$ cat config.mk
export PLATFORM = sky130hd
export DESIGN_NAME = power_limit_command_forwarder_unit
export DESIGN_NICKNAME = d
export VERILOG_FILES = /design/src/hdl/plcf_pkg.sv /design/src/hdl/power_limit_command_forwarder_unit.sv
export SDC_FILE = /design/constraint.sdc
export NUM_CORES = 1
export LEC_CHECK = 0
export BUFFER_PORTS_ARGS = -buffer_cell sky130_fd_sc_hd__buf_4
export CAP_MARGIN = 40
export CORE_UTILIZATION = 45
export DETAILED_ROUTE_END_ITERATION = 7
export PLACE_DENSITY = 0.73
export SYNTH_ARGS = -nofsm -noshare
export SYNTH_HDL_FRONTEND = slang
export SYNTH_SLANG_ARGS = --single-unit
$ cat constraint.sdc
create_clock -name clock -period 5.45 [get_ports clock]
set_clock_uncertainty 0.05 [all_clocks]
set_input_delay 0.545 -clock clock [delete_from_list [all_inputs] [get_ports clock]]
set_output_delay 0.545 -clock clock [all_outputs]
set_load 0.01 [all_outputs]
$ cat src/hdl/plcf_pkg.sv
package plcf_pkg;

   typedef enum logic [1:0] {
      OP_POLL      = 2'd0,
      OP_COMMAND   = 2'd1,
      OP_ECHO      = 2'd2,
      OP_ERROR     = 2'd3
   } opcode_type;

   typedef enum logic [1:0] {
      CSR_MIN_WRITE_GAP = 2'd0,
      CSR_IDLE_REVERT   = 2'd1,
      CSR_TARGET_REG    = 2'd2,
      CSR_UNUSED        = 2'd3
   } csr_index_type;

   localparam logic [6:0]  PERCENT_FULL      = 7'd100;
   localparam logic [15:0] ROUND_FULL_TENTHS = 16'd995;
   localparam logic [7:0]  ACK_ECHO_LENGTH   = 8'd4;
   localparam logic [9:0]  ROUND_OFFSET      = 10'd5;
   // x / 10 == (x * 205) >> 11 for every x below 1029.
   localparam logic [7:0]  DIV10_RECIP       = 8'd205;
   localparam int          DIV10_SHIFT       = 11;

   localparam logic [15:0] GAP_RESET         = 16'd100;
   localparam logic [31:0] IDLE_RESET        = 32'd0;
   localparam logic [15:0] TARGET_RESET      = 16'd3;

   typedef struct packed {
      opcode_type  opcode;
      logic [31:0] now_ms;
      logic        bus_ready;
      logic [15:0] limit_tenths;
      logic        limit_enabled;
      logic [7:0]  echo_length;
   } req_item_type;

   typedef struct packed {
      logic        write_valid;
      logic [15:0] write_address;
      logic [6:0]  write_value;
      logic        applied_known;
      logic [6:0]  applied_percent;
      logic        awaiting_ack;
   } rsp_item_type;

endpackage

$ cat src/hdl/power_limit_command_forwarder_unit.sv
// Flow: an accepted item is held in the input register, and its result item is written
// into the result register when that register is empty or being read.
// Throughput: one item per cycle while the result side does not stall; each item is
// handled in a single pass of logic between the input register and the result register.
// Reset: synchronous, active high; clears both pipeline valids, the forwarder
// state and the three control registers to their documented defaults.
module power_limit_command_forwarder_unit (
   input  logic                  clock,
   input  logic                  reset,
   input  logic                  req_valid,
   output logic                  req_stall,
   input  plcf_pkg::req_item_type req_item,
   output logic                  rsp_valid,
   input  logic                  rsp_stall,
   output plcf_pkg::rsp_item_type rsp_item,
   input  logic                  csr_write_enable,
   input  logic [1:0]            csr_index,
   input  logic [31:0]           csr_write_data
);

   // Control registers.
   logic [15:0] min_gap_ff;
   logic [31:0] idle_revert_ff;
   logic [15:0] target_reg_ff;

   // Input stage. The item is held here until the result register can take
   // its result, so a new item is accepted every cycle while results flow.
   logic                   in_valid_ff;
   plcf_pkg::req_item_type in_item_ff;

   // Result stage.
   logic                   rsp_valid_ff;
   plcf_pkg::rsp_item_type rsp_item_ff;
   plcf_pkg::rsp_item_type rsp_item_in;

   // Forwarder state. Each percent carries a flag in place of the "none" mark.
   logic        pend_valid_ff, pend_valid_in;
   logic [6:0]  pend_pct_ff, pend_pct_in;
   logic        infl_valid_ff, infl_valid_in;
   logic [6:0]  infl_pct_ff, infl_pct_in;
   logic        applied_known_ff, applied_known_in;
   logic [6:0]  applied_pct_ff, applied_pct_in;
   logic        expect_ack_ff, expect_ack_in;
   logic [31:0] last_cmd_time_ff, last_cmd_time_in;
   logic [31:0] last_write_time_ff, last_write_time_in;

   logic advance;

   // The input stage moves on when the result register is empty or being read.
   assign advance   = in_valid_ff && (!rsp_valid_ff || !rsp_stall);
   assign req_stall = in_valid_ff && !advance;
   assign rsp_valid = rsp_valid_ff;
   assign rsp_item  = rsp_item_ff;

   always_comb begin
      logic        full_scale;
      logic [9:0]  round_sum;
      logic [17:0] round_prod;
      logic [6:0]  cmd_pct;
      logic        idle_expired;
      logic        gap_passed;
      logic        wrote;
      logic [6:0]  write_pct;

      pend_valid_in      = pend_valid_ff;
      pend_pct_in        = pend_pct_ff;
      infl_valid_in      = infl_valid_ff;
      infl_pct_in        = infl_pct_ff;
      applied_known_in   = applied_known_ff;
      applied_pct_in     = applied_pct_ff;
      expect_ack_in      = expect_ack_ff;
      last_cmd_time_in   = last_cmd_time_ff;
      last_write_time_in = last_write_time_ff;
      wrote              = 1'b0;
      write_pct          = '0;

      // Command rounding: (tenths + 5) / 10, with full scale when disabled or
      // at least 99.5 percent. Below 995 the low ten bits hold the value.
      full_scale = !in_item_ff.limit_enabled ||
                   (in_item_ff.limit_tenths >= plcf_pkg::ROUND_FULL_TENTHS);
      round_sum  = in_item_ff.limit_tenths[9:0] + plcf_pkg::ROUND_OFFSET;
      round_prod = 18'(round_sum) * 18'(plcf_pkg::DIV10_RECIP);
      cmd_pct    = full_scale ? plcf_pkg::PERCENT_FULL
                              : round_prod[plcf_pkg::DIV10_SHIFT +: 7];

      idle_expired = (idle_revert_ff != 32'd0) && !expect_ack_ff &&
                     ((in_item_ff.now_ms - last_cmd_time_ff) >= idle_revert_ff);
      gap_passed   = (last_write_time_ff == 32'd0) ||
                     ((in_item_ff.now_ms - last_write_time_ff) >= {16'd0, min_gap_ff});

      unique case (in_item_ff.opcode)
         plcf_pkg::OP_POLL: begin
            // The idle timeout is settled first so that its 100 percent can go
            // out in the same poll.
            if (idle_expired) begin
               last_cmd_time_in = in_item_ff.now_ms;
               if (!(applied_known_ff && applied_pct_ff == plcf_pkg::PERCENT_FULL)) begin
                  pend_valid_in = 1'b1;
                  pend_pct_in   = plcf_pkg::PERCENT_FULL;
               end
            end
            if (pend_valid_in && !expect_ack_ff && in_item_ff.bus_ready && gap_passed) begin
               wrote              = 1'b1;
               write_pct          = pend_pct_in;
               pend_valid_in      = 1'b0;
               infl_valid_in      = 1'b1;
               infl_pct_in        = pend_pct_in;
               expect_ack_in      = 1'b1;
               last_write_time_in = in_item_ff.now_ms;
            end
         end
         plcf_pkg::OP_COMMAND: begin
            last_cmd_time_in = in_item_ff.now_ms;
            // A command equal to the acknowledged value is dropped.
            if (!(applied_known_ff && cmd_pct == applied_pct_ff)) begin
               pend_valid_in = 1'b1;
               pend_pct_in   = cmd_pct;
            end
         end
         plcf_pkg::OP_ECHO: begin
            if (expect_ack_ff && in_item_ff.echo_length == plcf_pkg::ACK_ECHO_LENGTH) begin
               expect_ack_in = 1'b0;
               if (infl_valid_ff) begin
                  applied_known_in = 1'b1;
                  applied_pct_in   = infl_pct_ff;
                  infl_valid_in    = 1'b0;
               end
            end
         end
         plcf_pkg::OP_ERROR: begin
            // An error response while a write is outstanding leaves the applied value unknown.
            if (expect_ack_ff) begin
               expect_ack_in    = 1'b0;
               infl_valid_in    = 1'b0;
               applied_known_in = 1'b0;
            end
         end
         default: begin
         end
      endcase

      rsp_item_in.write_valid     = wrote;
      rsp_item_in.write_address   = wrote ? target_reg_ff : 16'd0;
      rsp_item_in.write_value     = write_pct;
      rsp_item_in.applied_known   = applied_known_in;
      rsp_item_in.applied_percent = applied_known_in ? applied_pct_in : 7'd0;
      rsp_item_in.awaiting_ack    = expect_ack_in;
   end

   always_ff @(posedge clock) begin
      if (reset) begin
         min_gap_ff         <= plcf_pkg::GAP_RESET;
         idle_revert_ff     <= plcf_pkg::IDLE_RESET;
         target_reg_ff      <= plcf_pkg::TARGET_RESET;
         in_valid_ff        <= 1'b0;
         rsp_valid_ff       <= 1'b0;
         pend_valid_ff      <= 1'b0;
         pend_pct_ff        <= '0;
         infl_valid_ff      <= 1'b0;
         infl_pct_ff        <= '0;
         applied_known_ff   <= 1'b0;
         applied_pct_ff     <= '0;
         expect_ack_ff      <= 1'b0;
         last_cmd_time_ff   <= '0;
         last_write_time_ff <= '0;
      end else begin
         if (csr_write_enable) begin
            case (plcf_pkg::csr_index_type'(csr_index))
               plcf_pkg::CSR_MIN_WRITE_GAP: min_gap_ff     <= csr_write_data[15:0];
               plcf_pkg::CSR_IDLE_REVERT:   idle_revert_ff <= csr_write_data;
               plcf_pkg::CSR_TARGET_REG:    target_reg_ff  <= csr_write_data[15:0];
               default: begin
               end
            endcase
         end

         if (!req_stall) begin
            in_valid_ff <= req_valid;
            in_item_ff  <= req_item;
         end

         if (advance) begin
            rsp_valid_ff       <= 1'b1;
            rsp_item_ff        <= rsp_item_in;
            pend_valid_ff      <= pend_valid_in;
            pend_pct_ff        <= pend_pct_in;
            infl_valid_ff      <= infl_valid_in;
            infl_pct_ff        <= infl_pct_in;
            applied_known_ff   <= applied_known_in;
            applied_pct_ff     <= applied_pct_in;
            expect_ack_ff      <= expect_ack_in;
            last_cmd_time_ff   <= last_cmd_time_in;
            last_write_time_ff <= last_write_time_in;
         end else if (!rsp_stall) begin
            rsp_valid_ff <= 1'b0;
         end
      end
   end

endmodule

Yosys cells after proc, flatten, opt, wreduce, memory -nomap -nowiden

Cells that the tools add are included.

Add/sub/neg operators: 3
$mul: 1
$lt $le $gt $ge: 3
Equality and inequality tests: 14
Multiplexer cells: 31
Bitwise logic cells: 2
Reduce and logical (&&, ||, !) cells: 34

Operators by type and width:

| operator                                                                | count |
|---|---|
| 32-bit one-hot mux with 2 select lines                                  | 1 |
| 32-bit subtractor                                                       | 2 |
| 7-bit 2-to-1 mux                                                        | 7 |
| 32-bit by 16-bit >= comparator with 1-bit output                        | 1 |
| 32-bit >= comparator                                                    | 1 |
| 32-bit logical NOT                                                      | 1 |
| 32-bit 2-to-1 mux                                                       | 1 |
| 32-bit nonzero test                                                     | 1 |
| 10-bit by 8-bit multiplier with 18-bit output, second input constant    | 1 |
| 1-bit 2-to-1 mux                                                        | 17 |
| 16-bit by 10-bit >= comparator with 1-bit output, second input constant | 1 |
| 7-bit one-hot mux with 2 select lines                                   | 1 |
| 2-bit AND reduction                                                     | 6 |
| 10-bit by 3-bit adder with 10-bit output, second input constant         | 1 |
| 1-bit logical AND                                                       | 10 |
| 2-bit inequality test, second input constant                            | 5 |
| 3-bit AND reduction                                                     | 3 |
| 8-bit by 3-bit equality test with 1-bit output, second input constant   | 1 |
| 7-bit equality test                                                     | 1 |
| 7-bit equality test, second input constant                              | 1 |
| 2-bit equality test, second input constant                              | 3 |
| 1-bit one-hot mux with 3 select lines                                   | 2 |
| 1-bit logical NOT                                                       | 5 |
| 5-bit AND reduction                                                     | 1 |
| 8 further kinds                                                         | 14 |

Register bits after elaboration: 248
Bits of input ports: 99
Output and inout port bits: 35
Word-level logic and storage cells: 114

Logic depth before layout (Yosys ltp)

Gate-level depths: netlist (run 1).

Depth after elaboration: 10
Mapped depth: 27
Depth with buffers taken out: 25

Least setup slack after synthesis (run 1)

No wires, ideal clock.

Kind: register to register
Start point: register in_item_ff[9] (netlist bit)
End point: register pend_pct_ff[2]
Library setup time: 0.095 ns
Data arrival time: 5.796 ns
Data required time: 5.305 ns
Path slack: -0.492 ns
Cell stages (with the launch flop): 24
Buffers on the path: 0
Clock period less this slack: 5.942 ns
Path through: edfxtp_1 > ha_1 > o21ai_0 > nor3_1 > xor2_1 > ha_1 > inv_1 > fa_1 > inv_1 > fa_1 > inv_1 > fa_1 > inv_1 > ha_1 > o21ai_0 > o21a_1 > a2111oi_0 > o21ai_0 > a31o_2 > xnor2_1 > or4b_1 > nor3_2 > nor2_1 > a221oi_1

Word-level cells in the longest chain between the ends: 7
Elaborated cells on any way between the ends: 11
Those cells by class: add/sub: 1; mul: 1; order compare: 1; eq/ne: 2; mux: 3; reduce/logical: 3

RTL lines:

| element                                                                                                      | line                                                                               | RTL |
|---|---|---|
| start, declared                                                                                              | power_limit_command_forwarder_unit.sv:29                                           | `plcf_pkg::req_item_type in_item_ff;` |
| start signal, assigned                                                                                       | power_limit_command_forwarder_unit.sv:179                                          | `in_item_ff <= req_item;` |
| 10-bit by 3-bit adder with 10-bit output or 16-bit by 10-bit >= comparator with 1-bit output (tied branches) | power_limit_command_forwarder_unit.sv:81, power_limit_command_forwarder_unit.sv:80 |  |
| 10-bit by 8-bit multiplier with 18-bit output or 1-bit logical OR (tied branches)                            | power_limit_command_forwarder_unit.sv:82, power_limit_command_forwarder_unit.sv:79 |  |
| 7-bit 2-to-1 mux (*)                                                                                         | power_limit_command_forwarder_unit.sv:83                                           | `cmd_pct = full_scale ? plcf_pkg::PERCENT_FULL` |
| 7-bit equality test                                                                                          | power_limit_command_forwarder_unit.sv:115                                          | `if (!(applied_known_ff && cmd_pct == applied_pct_ff)) begin` |
| 1-bit logical AND                                                                                            | power_limit_command_forwarder_unit.sv:115                                          |  |
| 2-bit inequality test (no source line)                                                                       | n/a                                                                                |  |
| 3-bit AND reduction (no source line)                                                                         | n/a                                                                                |  |
| end signal, assigned                                                                                         | power_limit_command_forwarder_unit.sv:186                                          | `pend_pct_ff <= pend_pct_in;` |
| end, declared                                                                                                | power_limit_command_forwarder_unit.sv:38                                           | `logic [6:0] pend_pct_ff, pend_pct_in;` |

Mark *: on every way between the ends. The rest lies on a longest branch, timed or not. The select of a mux whose other input is x is not followed.
A chain may end at the register's enable or synchronous reset.

Final worst setup path (run 1)

Start point: register in_item_ff[10] (netlist bit)
End point: register pend_pct_ff[5]

The elaborated chain is that of the path after synthesis.

==> flow_summary.ini, run 1 <==
[clock_tree]
clock_sinks = 248
clockRootBuffer = clkbuf_16
postCtsHoldBufs = 0
htree_num_levels = 1
cts_tree = built
insertion_delay_ns = 0.58
clkTransAtPathRegs_ns = 0.06
numCtsBuffers = 29
cts_buffer_depth = 3

[hold_path]
whs_path_depth = 1
holdCritPathClass = in -> reg

[status]
status = finished with violations
violations = setup timing

[die]
dieArea_mm2 = 0.0353
start_util = 0.460
core_area_mm2 = 0.0338
io_pins = 134
chipHeight_um = 188
row_count = 67
die_w_um = 188

[global_routing]
grt_max_degree = 80
grt_pass1_vias = 13700
gr-total-overflow = 0
grtUsageTotal = 0.246
grt_pass1_wl_mm = 70.4
antenna_found_initial = 0

[place]
place_inst = 2420
io_buffers = 133
routabilityCongestion = 0.930
dp_hpwl_mm = 33.3

[drt]
drc = 0
vias_per_cell = 5.63
antenna_left = 0
wirelength_mm = 44.8
drt_iter0_drc = 1083
wl_per_cell_um = 17.9
firstDrtPassIters = 7
vias = 14100

[layout]
n_fill_cell = 2847
nets = 2310
layout_commonest_cell = buf_4
num_antenna_cells = 0
area_growth_pct = 27.8
drive_above_1_share = 0.222
final_cell_mix = buf_4, inv_1, nand2_1
final_cells = 2503
utilization = 0.588

[pwr]
powerDensity_mw_per_mm2 = 300
p_leak_nw = 8.12
power_mw = 5.96
vdd.ir_drop.worst_v = 0.000249

[worst_setup_path]
cp-end-kind = flop
critPathArrivalTime_ns = 6.17
critPathBufInv = 4
worstPathRequired_ns = 5.81
cp_top_family = adder cells
worstSetupStartpointType = flop
crit_type = reg -> reg
reg2reg_depth = 22
slowest_stage = fa_1
cp.depth = 22
max_stage_delay_ns = 0.53
crit_chain = ha_4 > o2111ai_4 > xnor2_2 > ha_1 > inv_2 > fa_1 > inv_1 > fa_1 > inv_1 > fa_1 > inv_1 > ha_2 > o21ai_1 > o21a_2 > a2111o_1 > a31oi_4 > nand2b_4 > mux2i_1 > or4b_4 > nor3_4 > or2_4 > a221oi_2
cp_max_fo = 4

[synthesis]
synthDistinctLibCells = 74
synth_edf_count = 93
yosys_warnings = 0
synth_top_flop_cell = dfxtp_1
synth.ff_latch_count = 248
syn_avg_cell_area_um2 = 8.77
syn_nets = 2050
synth.yosys.seq_area_share = 0.379
synthCells = 1772
syn_area_mm2 = 0.0155
synthArstFlopShare = 0

[sta]
worstMarginPinSlew_ns = 0.959
timing.final.crit_period_ns = 5.80
finalHoldViolCount = 0
whs_ns = 0.0962
setup_viol = 62
fin_ws_ns = -0.355
clock.fmax_mhz = 172
fin_crit_sh = 1.07
maxSlewHeadroom = 0.361
drv_slew = 0
rsz0062_at_grt = true

[run]
maxCapViolCount = 0
-- kinds of logic after synthesis --
logic type,Yosys count,share of synthesized area
AO/OA/AOI/OAI,420,0.167
buffers and inverters,260,0.0646
flip-flops,248,0.379
AND/OR/NAND/NOR,566,0.178
adder cells (fa/ha/maj),179,0.153
multiplexers,37,0.0239
XOR/XNOR,62,0.0350
-- where the power goes --
group	leakage (nW)	internal [mW]	total [mW]	switching, mW
Combinational	5.46	0.889	1.92	1.03
Clock	0.483	1.18	2.00	0.821
Sequential	2.18	1.99	2.04	0.0505
-- metal layers --
metal	global-route usage	vias to the layer above	routed length, um
met3	0.0296	101	2710
li1	-	6769	-
met4	0.0882	0	1630
met2	0.416	513	21100
met5	0	-	0
met1	0.323	6720	19300
-- synth_stat cells, drive strengths merged, types with 27 or more instances --
master  number  area share
nor2       128       0.031
xnor2       34       0.019
a21o        28       0.014
xor2        28       0.016
edfxtp      93        0.18
and2        29       0.012
a21oi      163       0.053
o21ai       91       0.029
nand4       27       0.011
mux2i       36       0.023
inv        192       0.046
nand3       65       0.021
ha         161        0.13
clkbuf      57       0.014
dfxtp      155        0.20
nand2      177       0.043
-- path summary, 6_finish.rpt --
path                                      start                             to  slack (ns)
setup / recovery       in_item_ff[10]$_DFFE_PP_    pend_pct_ff[5]$_SDFFE_PP0P_       -0.35
hold / removal                     req_item[37]       in_item_ff[37]$_DFFE_PP_         0.1
hold reg to reg   target_reg_ff[5]$_SDFFE_PP0P_  target_reg_ff[5]$_SDFFE_PP0P_        0.40
setup reg to reg       in_item_ff[10]$_DFFE_PP_    pend_pct_ff[5]$_SDFFE_PP0P_       -0.35
-- area by class of cell --
type	count	area [um^2]	share of cell area
multi-input combinational	1264	9310	0.469
inverter	192	721	0.0363
clock inverter	19	234	0.0118
clock buffer	35	748	0.0377
timing repair buffer	297	2390	0.120
tap	448	561	0.0282
sequential	248	5900	0.297
-- registers in the layout (all words and copies together) (netlist names) --
signal and cells:
in_item_ff 60, rsp_item 33, idle_revert_ff 32, last_cmd_time_ff 32, last_write_time_ff 32, min_gap_ff 16, target_reg_ff 16, applied_pct_ff 7
infl_pct_ff 7, pend_pct_ff 7, applied_known_ff 1, expect_ack_ff 1, in_valid_ff 1, infl_valid_ff 1, pend_valid_ff 1, rsp_valid 1
-- repair_timing --
action                                  CTS  global route
pin swaps                                48            76
buffers inserted                         17            16
endpoints found under the setup margin  106           106
cloned                                    2             0
gates resized for setup                  51            81
-- through the flow --
step | TNS (ns) | worst slack (ns) | cell area (um^2)
floorplan | -1.40 | -0.211 | 15600
global placement | -11.07 | -0.314 | 18000
detailed placement | -23.54 | -0.518 | 18100
CTS | -5.20 | -0.414 | 19500
global route | -34.76 | -0.617 | 19900
finish | -8.44 | -0.355 | 19900
(Power assumes the default switching activity.)
==> inputs of run 2 (changes only) <==
==> constraint.sdc (replaced) <==
create_clock -name clock -period 5.25 [get_ports clock]
set_clock_uncertainty 0.05 [all_clocks]
set_input_delay 0.525 -clock clock [delete_from_list [all_inputs] [get_ports clock]]
set_output_delay 0.525 -clock clock [all_outputs]
set_load 0.01 [all_outputs]
==> run 2 against run 1 <==
The flow still finishes with violations (setup timing); sequential power up 4%; final cell count increased by 1.2%; worst hold slack worse by 0.015 ns; routed wire length is 0.68% lower; sequential cell count unchanged; first-iteration DRC count is 13% lower; via count rose by 0.67%; utilization increased by 1.0 points; critical endpoint is now pend_pct_ff[4]$_SDFFE_PP0P_; highest routed layer unchanged.
==> flow_summary.ini, run 2 (synthesis results as in run 1) <==
[status]
status = finished with violations
violations = setup timing

[worst_setup_path]
worstSetupStartpointType = flop
crit_chain = ha_4 > o2111ai_4 > xnor2_2 > ha_1 > inv_2 > fa_1 > inv_2 > fa_1 > inv_1 > fa_1 > inv_1 > ha_2 > a2111o_1 > nor2_4 > a2111o_1 > a31oi_2 > or3_1 > a21oi_2 > xnor2_1 > nor3_4 > or3_4 > o31ai_1
critPathArrivalTime_ns = 6.33
max_stage_delay_ns = 0.52
slowest_stage = fa_1
r2r_slack_ns = -0.66
worstPathRequired_ns = 5.67
crit_path_frequent_cell = fa_1
cp-end-kind = flop
cp_top_family = adder cells
cp_max_fo = 5
critPathBufInv = 4
crit_type = reg -> reg
r2r_start = in_item_ff[10]$_DFFE_PP_
reg2reg_depth = 22
timing.rr.end = pend_pct_ff[4]$_SDFFE_PP0P_

[hold_path]
min_to = in_item_ff[57]$_DFFE_PP_
whs_path_depth = 1
hp-start = req_item[57]
holdCritPathClass = in -> reg

[sta]
timing.final.crit_period_ns = 5.91
worstMarginPinSlew_ns = 0.795
drv_slew = 0
fin_crit_sh = 1.13
finalHoldViolCount = 0
maxSlewHeadroom = 0.467
rsz0062_at_grt = true
clock.fmax_mhz = 169
setup_viol = 73
fin_ws_ns = -0.662

[place]
routabilityCongestion = 0.931
pre_cts_slack_ns = -0.648
place_inst = 2453
dp_hpwl_mm = 33.2
io_buffers = 133

[drt]
antenna_left = 0
vias_per_cell = 5.61
wirelength_mm = 44.5
dr_wl_met2_mm = 21.1
drt_iter0_drc = 940
drc = 0
wl_met1_mm = 19.5
top_layer = met4
met3_length_mm = 2.50
wl_per_cell_um = 17.6
firstDrtPassIters = 7
vias = 14200

[layout]
regMostFlops = in_item_ff
n_fill_cell = 2766
register_area_mm2 = 0.00590
num_antenna_cells = 0
nets = 2339
drive_above_1_share = 0.249
final_cells = 2532
final_cell_mix = buf_4, inv_1, nand2_1
area_growth_pct = 30.1
multi_input_area_mm2 = 0.00934
largest_reg_flops = 60
layout_commonest_cell = buf_4

[clock_tree]
htree_num_levels = 1
insertion_delay_ns = 0.57
numCtsBuffers = 29
clock_sinks = 248
clkTransAtPathRegs_ns = 0.06
cts_tree = built
clockRootBuffer = clkbuf_16
cts_buffer_depth = 3

[die]
core_area_mm2 = 0.0338
row_count = 67
chipHeight_um = 188
die_w_um = 188
dieArea_mm2 = 0.0353
io_pins = 134
start_util = 0.460

[pwr]
vdd.ir_drop.worst_v = 0.000271
powerDensity_mw_per_mm2 = 313
p_leak_nw = 8.31

[global_routing]
grt_max_degree = 55
gr-total-overflow = 0
antenna_found_initial = 0
grt_pass1_vias = 13700
grtUsageTotal = 0.244
grt_pass1_wl_mm = 70.0

[run]
maxCapViolCount = 0
-- run 2: cell count changes in the layout (fill, tap and decap cells not counted), moves of 3 or more --
cell       previous run  this run
or4_1                 7         4
inv_1               187       183
inv_2                 5         9
buf_4               284       305
buf_6                 3        11
o22ai_1               4         7
or4_4                 0         3
o21ai_2               5        33
o22ai_2               5         2
o21ai_1              38        10
clkbuf_8              0         3
clkbuf_16            29        34
-- run 2: worst max path at each step --
stage | start | to | slack (ns) | cells past startpoint
5_1_grt | in_item_ff[10]$_DFFE_PP_ | pend_pct_ff[4]$_SDFFE_PP0P_ | -0.85 | 22
2_1_floorplan | in_item_ff[9]$_DFFE_PP_ | pend_pct_ff[2]$_SDFFE_PP0P_ | -0.41 | 23
6_report | in_item_ff[10]$_DFFE_PP_ | pend_pct_ff[4]$_SDFFE_PP0P_ | -0.66 | 22
3_3_place_gp | in_item_ff[10]$_DFFE_PP_ | pend_pct_ff[5]$_SDFFE_PP0P_ | -0.48 | 23
4_1_cts | in_item_ff[10]$_DFFE_PP_ | pend_pct_ff[2]$_SDFFE_PP0P_ | -0.56 | 23
3_5_place_dp | in_item_ff[10]$_DFFE_PP_ | pend_pct_ff[2]$_SDFFE_PP0P_ | -0.65 | 23
-- run 2: layout make-up --
| type | count | share of cell area |
|---|---|---|
| well taps | 448 | 0.0277 |
| clock inverters | 12 | 0.00687 |
| multi-input cells | 1264 | 0.462 |
| clock buffers | 42 | 0.0451 |
| flip-flops and latches | 248 | 0.292 |
| repair buffers | 326 | 0.130 |
| inverters | 192 | 0.0357 |
-- run 2: metal layers --
layer | vias to the layer above | GRT usage
met2 | 492 | 0.413
li1 | 6834 | -
met4 | 0 | 0.0872
met3 | 99 | 0.0264
met5 | - | 0
met1 | 6772 | 0.323
-- run 2: report_power, final --
part	total (mW)	leakage [nW]	switching, mW	internal [mW]
Combinational	2.05	5.62	1.09	0.963
Clock	2.15	0.522	0.837	1.31
Sequential	2.12	2.18	0.0508	2.07
Total	6.32	8.31	1.98	4.34
-- run 2: worst register-to-register path, stage by stage (launching register included) --
cell and delay [ns]:
edfxtp_1 0.49, ha_4 0.24, o2111ai_4 0.22, xnor2_2 0.11, ha_1 0.33, inv_2 0.04, fa_1 0.50, inv_2 0.05
fa_1 0.52, inv_1 0.05, fa_1 0.47, inv_1 0.05, ha_2 0.17, a2111o_1 0.47, nor2_4 0.18, a2111o_1 0.24
a31oi_2 0.13, or3_1 0.34, a21oi_2 0.20, xnor2_1 0.22, nor3_4 0.10, or3_4 0.41, o31ai_1 0.25
-- run 2: repair_timing --
| item | in CTS | in global routing |
|---|---|---|
| hold buffers | 0 | 0 |
| pin swaps | 61 | 43 |
| gates resized for setup | 110 | 61 |
| endpoints found under the hold margin | 0 | 0 |
| gates cloned | 5 | 1 |
| buffers inserted | 18 | 10 |
| setup endpoints to repair | 106 | 106 |
-- run 2: stage by stage --
| stage | total power, mW | util | TNS [ns] | area [um^2] | hold slack (ns) |
|---|---|---|---|---|---|
| global route | 6.65 | 0.598 | -38.97 | 20200 | 0.0597 |
| floorplan | 3.28 | - | -3.00 | 15700 | 0.382 |
| CTS | 6.28 | 0.588 | -17.41 | 19900 | 0.0581 |
| finish | 6.32 | 0.598 | -17.23 | 20200 | 0.0816 |
| global placement | 3.92 | 0.540 | -29.23 | 18300 | 0.388 |
| detailed placement | 3.98 | 0.542 | -43.66 | 18300 | 0.394 |
